==> src/design/lsr_pkg.sv <==
package lsr_pkg;

  localparam int DEPTH   = 16;
  localparam int WORD_W  = 32;
  localparam int ADDR_W  = (DEPTH > 1) ? $clog2(DEPTH) : 1;
  localparam int CNT_W   = $clog2(DEPTH + 1);
  localparam int OP_W    = 2;
  localparam int ST_W    = 2;
  localparam int COUNT_W = 5;

  localparam logic [OP_W-1:0] OP_PUSH    = 2'd0;
  localparam logic [OP_W-1:0] OP_POP     = 2'd1;
  localparam logic [OP_W-1:0] OP_PEEK    = 2'd2;
  localparam logic [OP_W-1:0] OP_REVERSE = 2'd3;

  localparam logic [ST_W-1:0] ST_OK       = 2'd0;
  localparam logic [ST_W-1:0] ST_OVERFLOW = 2'd1;
  localparam logic [ST_W-1:0] ST_EMPTY    = 2'd2;

  localparam logic [COUNT_W-1:0] COUNT_FULL = COUNT_W'(DEPTH);

  typedef struct packed {
    logic [OP_W-1:0]          operation;
    logic signed [WORD_W-1:0] push_value;
  } lsr_in_t;

  typedef struct packed {
    logic signed [WORD_W-1:0] result_value;
    logic [ST_W-1:0]          status;
    logic [COUNT_W-1:0]       entry_count;
  } lsr_out_t;

  typedef struct packed {
    logic              wr_en;
    logic [ADDR_W-1:0] wr_addr;
    logic [WORD_W-1:0] wr_data;
    logic              rd_en;
    logic [ADDR_W-1:0] rd_addr_a;
    logic [ADDR_W-1:0] rd_addr_b;
  } lsr_mem_req_t;

  function automatic logic [COUNT_W-1:0] count_field(input logic [CNT_W-1:0] cnt);
    logic [CNT_W+COUNT_W-1:0] wide;
    wide = {{COUNT_W{1'b0}}, cnt};
    return wide[COUNT_W-1:0];
  endfunction

endpackage

==> src/design/lsr_mem.sv <==
module lsr_mem (
  input  logic                 clk,
  input  lsr_pkg::lsr_mem_req_t req,
  output logic [lsr_pkg::WORD_W-1:0] rd_a,
  output logic [lsr_pkg::WORD_W-1:0] rd_b
);
  import lsr_pkg::*;

  logic [WORD_W-1:0] mem [DEPTH];

  always_ff @(posedge clk) begin
    if (req.wr_en) begin
      mem[req.wr_addr] <= req.wr_data;
    end
  end

  always_ff @(posedge clk) begin
    if (req.rd_en) begin
      rd_a <= mem[req.rd_addr_a];
      rd_b <= mem[req.rd_addr_b];
    end
  end

endmodule

==> src/design/lsr_ctrl.sv <==
module lsr_ctrl (
  input  logic                        clk,
  input  logic                        rst_n,
  input  logic                        in_valid,
  input  lsr_pkg::lsr_in_t            in_data,
  output logic                        in_stall,
  input  logic                        out_free,
  output logic                        res_load,
  output lsr_pkg::lsr_out_t           res_data,
  output lsr_pkg::lsr_mem_req_t       mem_req,
  input  logic [lsr_pkg::WORD_W-1:0]  rd_a,
  input  logic [lsr_pkg::WORD_W-1:0]  rd_b
);
  import lsr_pkg::*;

  localparam logic [2:0] S_IDLE    = 3'd0;
  localparam logic [2:0] S_RD_WAIT = 3'd1;
  localparam logic [2:0] S_REV_RD  = 3'd2;
  localparam logic [2:0] S_REV_W1  = 3'd3;
  localparam logic [2:0] S_REV_W2  = 3'd4;

  logic [2:0]        state_r, state_nxt;
  logic [CNT_W-1:0]  fill_r, fill_nxt;
  logic [ADDR_W-1:0] lo_r, lo_nxt;
  logic [ADDR_W-1:0] hi_r, hi_nxt;

  logic [CNT_W-1:0]  fill_inc, fill_dec;
  logic [ADDR_W-1:0] lo_inc, hi_dec;
  logic              accept;

  assign fill_inc = fill_r + CNT_W'(1);
  assign fill_dec = fill_r - CNT_W'(1);
  assign lo_inc   = lo_r + ADDR_W'(1);
  assign hi_dec   = hi_r - ADDR_W'(1);

  assign in_stall = !((state_r == S_IDLE) && out_free);
  assign accept   = in_valid && !in_stall;

  always_comb begin
    state_nxt             = state_r;
    fill_nxt              = fill_r;
    lo_nxt                = lo_r;
    hi_nxt                = hi_r;
    mem_req               = '0;
    res_load              = 1'b0;
    res_data.result_value = '0;
    res_data.status       = ST_OK;
    res_data.entry_count  = count_field(fill_r);
    case (state_r)
      S_IDLE: begin
        if (accept) begin
          case (in_data.operation)
            OP_PUSH: begin
              res_load = 1'b1;
              if (fill_r == CNT_W'(DEPTH)) begin
                res_data.status = ST_OVERFLOW;
              end else begin
                mem_req.wr_en        = 1'b1;
                mem_req.wr_addr      = fill_r[ADDR_W-1:0];
                mem_req.wr_data      = in_data.push_value;
                fill_nxt             = fill_inc;
                res_data.entry_count = count_field(fill_inc);
              end
            end
            OP_POP, OP_PEEK: begin
              if (fill_r == '0) begin
                res_load        = 1'b1;
                res_data.status = ST_EMPTY;
              end else begin
                mem_req.rd_en     = 1'b1;
                mem_req.rd_addr_a = fill_dec[ADDR_W-1:0];
                mem_req.rd_addr_b = fill_dec[ADDR_W-1:0];
                if (in_data.operation == OP_POP) begin
                  fill_nxt = fill_dec;
                end
                state_nxt = S_RD_WAIT;
              end
            end
            default: begin
              if (fill_r < CNT_W'(2)) begin
                res_load = 1'b1;
              end else begin
                lo_nxt    = '0;
                hi_nxt    = fill_dec[ADDR_W-1:0];
                state_nxt = S_REV_RD;
              end
            end
          endcase
        end
      end
      S_RD_WAIT: begin
        res_load              = 1'b1;
        res_data.result_value = rd_a;
        state_nxt             = S_IDLE;
      end
      S_REV_RD: begin
        mem_req.rd_en     = 1'b1;
        mem_req.rd_addr_a = lo_r;
        mem_req.rd_addr_b = hi_r;
        state_nxt         = S_REV_W1;
      end
      S_REV_W1: begin
        mem_req.wr_en   = 1'b1;
        mem_req.wr_addr = lo_r;
        mem_req.wr_data = rd_b;
        state_nxt       = S_REV_W2;
      end
      S_REV_W2: begin
        mem_req.wr_en   = 1'b1;
        mem_req.wr_addr = hi_r;
        mem_req.wr_data = rd_a;
        lo_nxt          = lo_inc;
        hi_nxt          = hi_dec;
        if (lo_inc < hi_dec) begin
          state_nxt = S_REV_RD;
        end else begin
          res_load  = 1'b1;
          state_nxt = S_IDLE;
        end
      end
      default: begin
        state_nxt = S_IDLE;
      end
    endcase
  end

  always_ff @(posedge clk) begin
    if (!rst_n) begin
      state_r <= S_IDLE;
      fill_r  <= '0;
    end else begin
      state_r <= state_nxt;
      fill_r  <= fill_nxt;
    end
  end

  always_ff @(posedge clk) begin
    lo_r <= lo_nxt;
    hi_r <= hi_nxt;
  end

endmodule

==> src/design/lifo_stack_with_reverse.sv <==
// push, and reverse of fewer than two entries: result registered in the cycle after accept
// pop and peek: one synchronous memory read is registered, then the output register loads
// reverse of n entries: floor(n/2) pairs, read then written twice on the single write port
// one request in flight; the next is taken once the output register is empty or draining
// synchronous active-low reset empties the stack and clears out_valid; memory is not cleared
module lifo_stack_with_reverse (
  input  logic              clk,
  input  logic              rst_n,
  input  logic              in_valid,
  input  lsr_pkg::lsr_in_t  in_data,
  output logic              in_stall,
  output logic              out_valid,
  output lsr_pkg::lsr_out_t out_data,
  input  logic              out_stall
);
  import lsr_pkg::*;

  lsr_mem_req_t      mem_req;
  logic [WORD_W-1:0] rd_a;
  logic [WORD_W-1:0] rd_b;
  logic              res_load;
  lsr_out_t          res_data;
  logic              out_free;

  logic     out_valid_r, out_valid_nxt;
  lsr_out_t out_data_r, out_data_nxt;

  assign out_free = !out_valid_r || !out_stall;

  lsr_ctrl u_ctrl (
    .clk      (clk),
    .rst_n    (rst_n),
    .in_valid (in_valid),
    .in_data  (in_data),
    .in_stall (in_stall),
    .out_free (out_free),
    .res_load (res_load),
    .res_data (res_data),
    .mem_req  (mem_req),
    .rd_a     (rd_a),
    .rd_b     (rd_b)
  );

  lsr_mem u_mem (
    .clk  (clk),
    .req  (mem_req),
    .rd_a (rd_a),
    .rd_b (rd_b)
  );

  always_comb begin
    out_valid_nxt = out_valid_r;
    out_data_nxt  = out_data_r;
    if (res_load) begin
      out_valid_nxt = 1'b1;
      out_data_nxt  = res_data;
    end else if (!out_stall) begin
      out_valid_nxt = 1'b0;
    end
  end

  always_ff @(posedge clk) begin
    if (!rst_n) begin
      out_valid_r <= 1'b0;
    end else begin
      out_valid_r <= out_valid_nxt;
    end
  end

  always_ff @(posedge clk) begin
    out_data_r <= out_data_nxt;
  end

  assign out_valid = out_valid_r;
  assign out_data  = out_data_r;

endmodule

==> config.mk <==
export PLATFORM = sky130hd
export DESIGN_NAME = lifo_stack_with_reverse
export DESIGN_NICKNAME = d
export VERILOG_FILES = /design/src/design/lsr_pkg.sv /design/src/design/lsr_mem.sv /design/src/design/lsr_ctrl.sv /design/src/design/lifo_stack_with_reverse.sv
export SDC_FILE = /design/constraint.sdc
export NUM_CORES = 1
export LEC_CHECK = 0
export CORE_ASPECT_RATIO = 1.4
export CORE_UTILIZATION = 40
export DETAILED_ROUTE_END_ITERATION = 16
export DONT_BUFFER_PORTS = 1
export PLACE_DENSITY = 0.61
export SLEW_MARGIN = 20
export SYNTH_ARGS = -nofsm -noshare
export SYNTH_HDL_FRONTEND = slang
export SYNTH_SLANG_ARGS = --single-unit
==> constraint.sdc <==
create_clock -name clk -period 7.82 [get_ports clk]
set_input_delay 1.955 -clock clk [delete_from_list [all_inputs] [get_ports clk]]
set_output_delay 1.955 -clock clk [all_outputs]
set_load 0.005 [all_outputs]
# == Word-level counts from Yosys, hierarchy flattened ==
# Memories as Yosys holds them, arrays and structs flattened. A register that Yosys moved wholly into a read port is not among the register bits.
# Index checks and enable logic that the tools add are counted.
# totals
register_bits,56
ram_bits,512
inputBits,38
out_inout_bits,41
elab_cells,89
mem_count,1
# mem_list
memory,depth,width,rd,rd_clocked_by_memory_dff,wr,line,rtl
u_mem.mem,16,32,2,2,1,lsr_mem.sv:9,logic [WORD_W-1:0] mem [DEPTH];
# op_classes
n_addsub,4
order_cmp,2
eq_ne,16
mux,41
reduce_logical,17
# op_table
operator,count
one-hot mux 37 bit (3 select lines),1
2-to-1 mux 37 bit,2
2-to-1 mux 46 bit,1
2-to-1 mux 5 bit,6
2-to-1 mux 4 bit,6
2-to-1 mux 9 bit,2
one-hot mux 9 bit (2 select lines),1
one-hot mux 4 bit (2 select lines),2
one-hot mux 3 bit (4 select lines),1
one-hot mux 5 bit (2 select lines),1
2-to-1 mux 1 bit,9
2-to-1 mux 3 bit,3
!= test 2 bit (second input constant),4
AND reduction 4 bit,2
== test 3 x 2 -> 1 bit (second input constant),2
!= test 2 x 1 -> 1 bit (second input constant),3
!= test 3 bit (second input constant),2
one-hot mux 3 bit (2 select lines),1
adder 5 x 1 -> 5 bit (second input constant),1
== test 5 bit (second input constant),1
zero test 5 bit,1
less-than comparator 5 x 2 -> 1 bit (second input constant),1
AND reduction 5 bit,1
subtractor 5 x 1 -> 5 bit (second input constant),1
other kinds (20),25

# == Logic depth before layout (Yosys ltp) ==
# logic_depth
ltp_word,8
depth_mapped,12
ltp_nobuf,9

# == Hierarchy ==
# A second synthesis with hierarchy kept.
# unflattened
hier_cells,1461
hier_area_um2,28183.3
# modules_own_cells
mod,instances,cells_per_inst,area_per_inst_um2,seq_area_each_um2
lsr_mem,1,1141,24843.8,17296.6
lsr_ctrl,1,277,2133.3,400.4
lifo_stack_with_reverse,1,43,1206.2,1191.1

# == Worst setup path before layout ==
# Ideal clock, no wire load.
# synth_path
kind,input to register
from,input port out_stall
to,register u_mem.rd_a[0] (netlist name) (read register of u_mem.mem) (enable)
setup_ns,0.583
arrival_time_ns,7.338
required_time_ns,7.237
slack_ns,-0.101
path_stages,3
n_path_buf,0
cell_sequence,a2111oi_4 > nand3_1 > a21boi_0
# synth_rtl
element,line,rtl
from (decl),lifo_stack_with_reverse.sv:14,input logic out_stall
to (decl),lsr_mem.sv:4,"output logic [lsr_pkg::WORD_W-1:0] rd_a,"

# == Final worst setup path ==
# layout_path
from,input port in_data[32] (netlist name)
to,"register u_mem.rd_b[31] (netlist name) (read register of u_mem.mem), data pin"
# layout_between
elab_chain_cells,5
elab_cells_between_ends,6
cone_classes,2 x eq/ne; 3 x mux; 1 x reduce/logical
# layout_rtl
element,line,rtl
from (decl),lifo_stack_with_reverse.sv:10,"input lsr_pkg::lsr_in_t in_data,"
== test 2 bit / == test 2 x 1 -> 1 bit (equally long branches),lsr_ctrl.sv:52,case (in_data.operation)
OR reduction 2 bit (*),lsr_ctrl.sv:52,
2-to-1 mux 9 bit (*),lsr_ctrl.sv:52,
2-to-1 mux 46 bit (*),lsr_ctrl.sv:51,if (accept) begin
one-hot mux 9 bit (2 select lines) (*),lsr_ctrl.sv:49,case (state_r)
to (decl),lsr_mem.sv:5,output logic [lsr_pkg::WORD_W-1:0] rd_b
# Every way passes the cells marked *; elsewhere a longest branch is shown, timed or not.
# A chain may end at the register's enable or synchronous reset.

==> metrics <==
Critical Path AT 5570 ps; H-tree levels 2; number of global-route vias before repair 22430; FP Rows 117; DR iter-0 viols 3053; sequential-to-total area share from yosys stat 64.05%; final hold vios 0; global-route usage over all layers 25.19%; global-route wire length before repair 140500 µm; number of synthesized register bits 632; Filler Cells Inserted 6616; Post-synth EDFFs 623; HP Class reg -> reg; R2R depth 7; Setup Skew 17.76 ps; crit path kind in -> reg; Die Wd 231.5 µm; root buf cell clkbuf_16; Switching Fraction 29.06%; GPL Wtd Cong 0.8673; NumNets Final 2726; Synth top cells by count nand2_1 (857), edfxtp_1 (623), a21oi_1 (443); worst reg2reg endpoint u_mem.mem[5][28]; Clk network pwr share 35.8%; final worst setup slack 2707 ps; io pins 79; Worst-Margin Slew 1212 ps; Area growth syn-to-layout 10.07%; P_sw 2.428 mW; Placed Area 30470 µm²; hold_buf cts 0; Mapped Area 29490 µm²; HP Start u_mem.rd_a[4]; layout cell share with drive strength beyond 1 7.232%; Fmax achieved 0.1956 GHz; startpoint types primary input; clk sinks 632; Syn Inst Count 2766; worst endpoint required time 8270 ps; Clock Path Buffers 3; synth warn 0; Min Hold Slack 555.9 ps; Detailed Place HPWL 51530 µm; initial antenna violation count 6; Final Non-Filler Cells 3681; area share of the largest cell type after synthesis 63.44%; Yosys top cell by area edfxtp_1; Worst Hold Path Cells 1; routed vias 22950; Synth area leaders edfxtp_1 (63%), nand2_1 (11%), a21oi_1 (7.5%), nand3_1 (2.4%), a22oi_1 (2.2%); worst r2r src u_ctrl.state_r[1]; nature of the critical path endpoint flip-flop; pre-CTS WS 2160 ps; placed cell count 3565; postcts setup bufs 0; Slew Limit Fails 0; Synth Flop Type edfxtp_1; via/cell ratio 6.234; Static Leakage 11.09 nW; port bufs 0; max_slew headroom 19.02%; Post-Route WL 95880 µm; final setup vio count 0; RSZ-0062 raised after global routing false; wire per inst 26.05 µm; Total Power 8.353 mW; Final Util 44.52%; Final Cycle Share 65.38%; total internal power 5.925 mW; Final Cell Area 32460 µm²; First-pass DRT Iterations 7; GRT overflow 0; status finished, final reports clean; antenna-violating nets left 0; end of the worst hold path out_data[11]; Yosys cell types 55; combinational fraction of design power 16.9%; minimum clock period 5113 ps; die area 74830 µm²; CP Max Fanout 23; CTS resizes 0; Num CTS Buffers 60; power density over the cells 257.3 nW/µm²; asr flop ratio synth 0%; CTS clk-pin slew, worst paths 60 ps; largest net degree at the start of global routing 193; Die H 323.3 µm; reg2reg setup slack 3030 ps; sequential share of power 47.3%; DRC violations left 0; max-cap violation count 0; starting density of the core 40.45%; synthesized net count 2817; placeable core area 72900 µm²; Post-Syn Area per Cell 10.66 µm²; insertion delay to the later sink of the worst-skew pair 640 ps; worst vdd ir 0.1788 mV; CTS tree built; setup TNS after final layout 0 ps; most common cell in the synthesized netlist nand2_1
metal layers:
metal	up-vias	routed length, µm	global-route usage [%]
met5	-	14	0
met4	2	5309	13.58
met3	315	9071	4.152
met2	1461	46250	42.28
met1	11270	35230	30.95
li1	9898	-	-
layout make-up:
cell class	count	area [µm²]	share of cell area (%)
clock buffers	67	1549	4.772
repair buffers	53	473.0	1.457
inverters	41	153.9	0.4742
flip-flops and latches	632	18890	58.19
well taps	952	1191	3.670
diodes	5	12.51	0.03855
clock inverters	44	417.9	1.288
multi-input cells	1887	9772	30.11
flip-flops by register name, indices dropped and copies added (netlist names), 3 cells and up:
signal          count
u_mem.rd_b         32
u_ctrl.state_r      3
u_ctrl.fill_r       5
u_ctrl.lo_r         4
u_mem.rd_a         32
u_ctrl.hi_r         4
u_mem.mem         512
out_data           39
power by group through the flow:
| stage | registers (mW) | logic [mW] | clock network, mW |
|---|---|---|---|
| detailed placement | 4.02 | 1.38 | 0 |
| global placement | 4.02 | 1.36 | 0 |
| finish | 3.95 | 1.41 | 2.99 |
| floorplan | 3.99 | 0.964 | 0 |
| CTS | 3.95 | 1.39 | 3.03 |
| global route | 3.96 | 1.52 | 3.14 |
worst max path at each step:
| stage | startpoint | to | slack, ps | depth (start not counted) |
|---|---|---|---|---|
| 5_1_grt | in_data[32] | u_mem.rd_b[31] | 2550 | 10 |
| 2_1_floorplan | out_stall | u_mem.rd_a[0] | 1580 | 3 |
| 6_report | in_data[32] | u_mem.rd_b[31] | 2710 | 10 |
| 3_3_place_gp | in_data[32] | u_mem.rd_a[21] | 2300 | 10 |
| 4_1_cts | in_data[32] | u_mem.rd_b[31] | 2840 | 10 |
| 3_5_place_dp | in_data[32] | u_mem.rd_b[17] | 2160 | 10 |
layout by cell type, fill, tap and decap left out, types with 13 or more instances in the layout:
| master | count |
|---|---|
| nand3_1 | 141 |
| clkinv_2 | 15 |
| buf_4 | 47 |
| a22oi_1 | 88 |
| a21oi_1 | 439 |
| a32oi_1 | 32 |
| inv_1 | 40 |
| a222oi_1 | 34 |
| o311ai_1 | 30 |
| nand2_1 | 855 |
| nand4_1 | 26 |
| clkbuf_16 | 61 |
| nor2_4 | 17 |
| edfxtp_1 | 623 |
| nor2_1 | 35 |
| mux2i_1 | 25 |
| and2_1 | 38 |
| o22ai_1 | 23 |
| ha_1 | 13 |
kinds of logic after synthesis:
kind of cell / share of synthesized area, %
simple gates: 16.41
flops: 64.05
xor+xnor: 0.2970
compound gates: 14.07
fa+ha+maj: 0.5516
buf+inv: 3.772
mux: 0.8486
worst max-delay path, stage by stage:
cell,delay [ps]
inv_1,30
ha_1,520
and2_1,240
nand3_1,220
o21ai_0,670
nand3_2,940
buf_4,560
a21oi_1,160
a32oi_1,80
o311ai_1,160
Note: power is estimated with default switching activity, not from simulation.
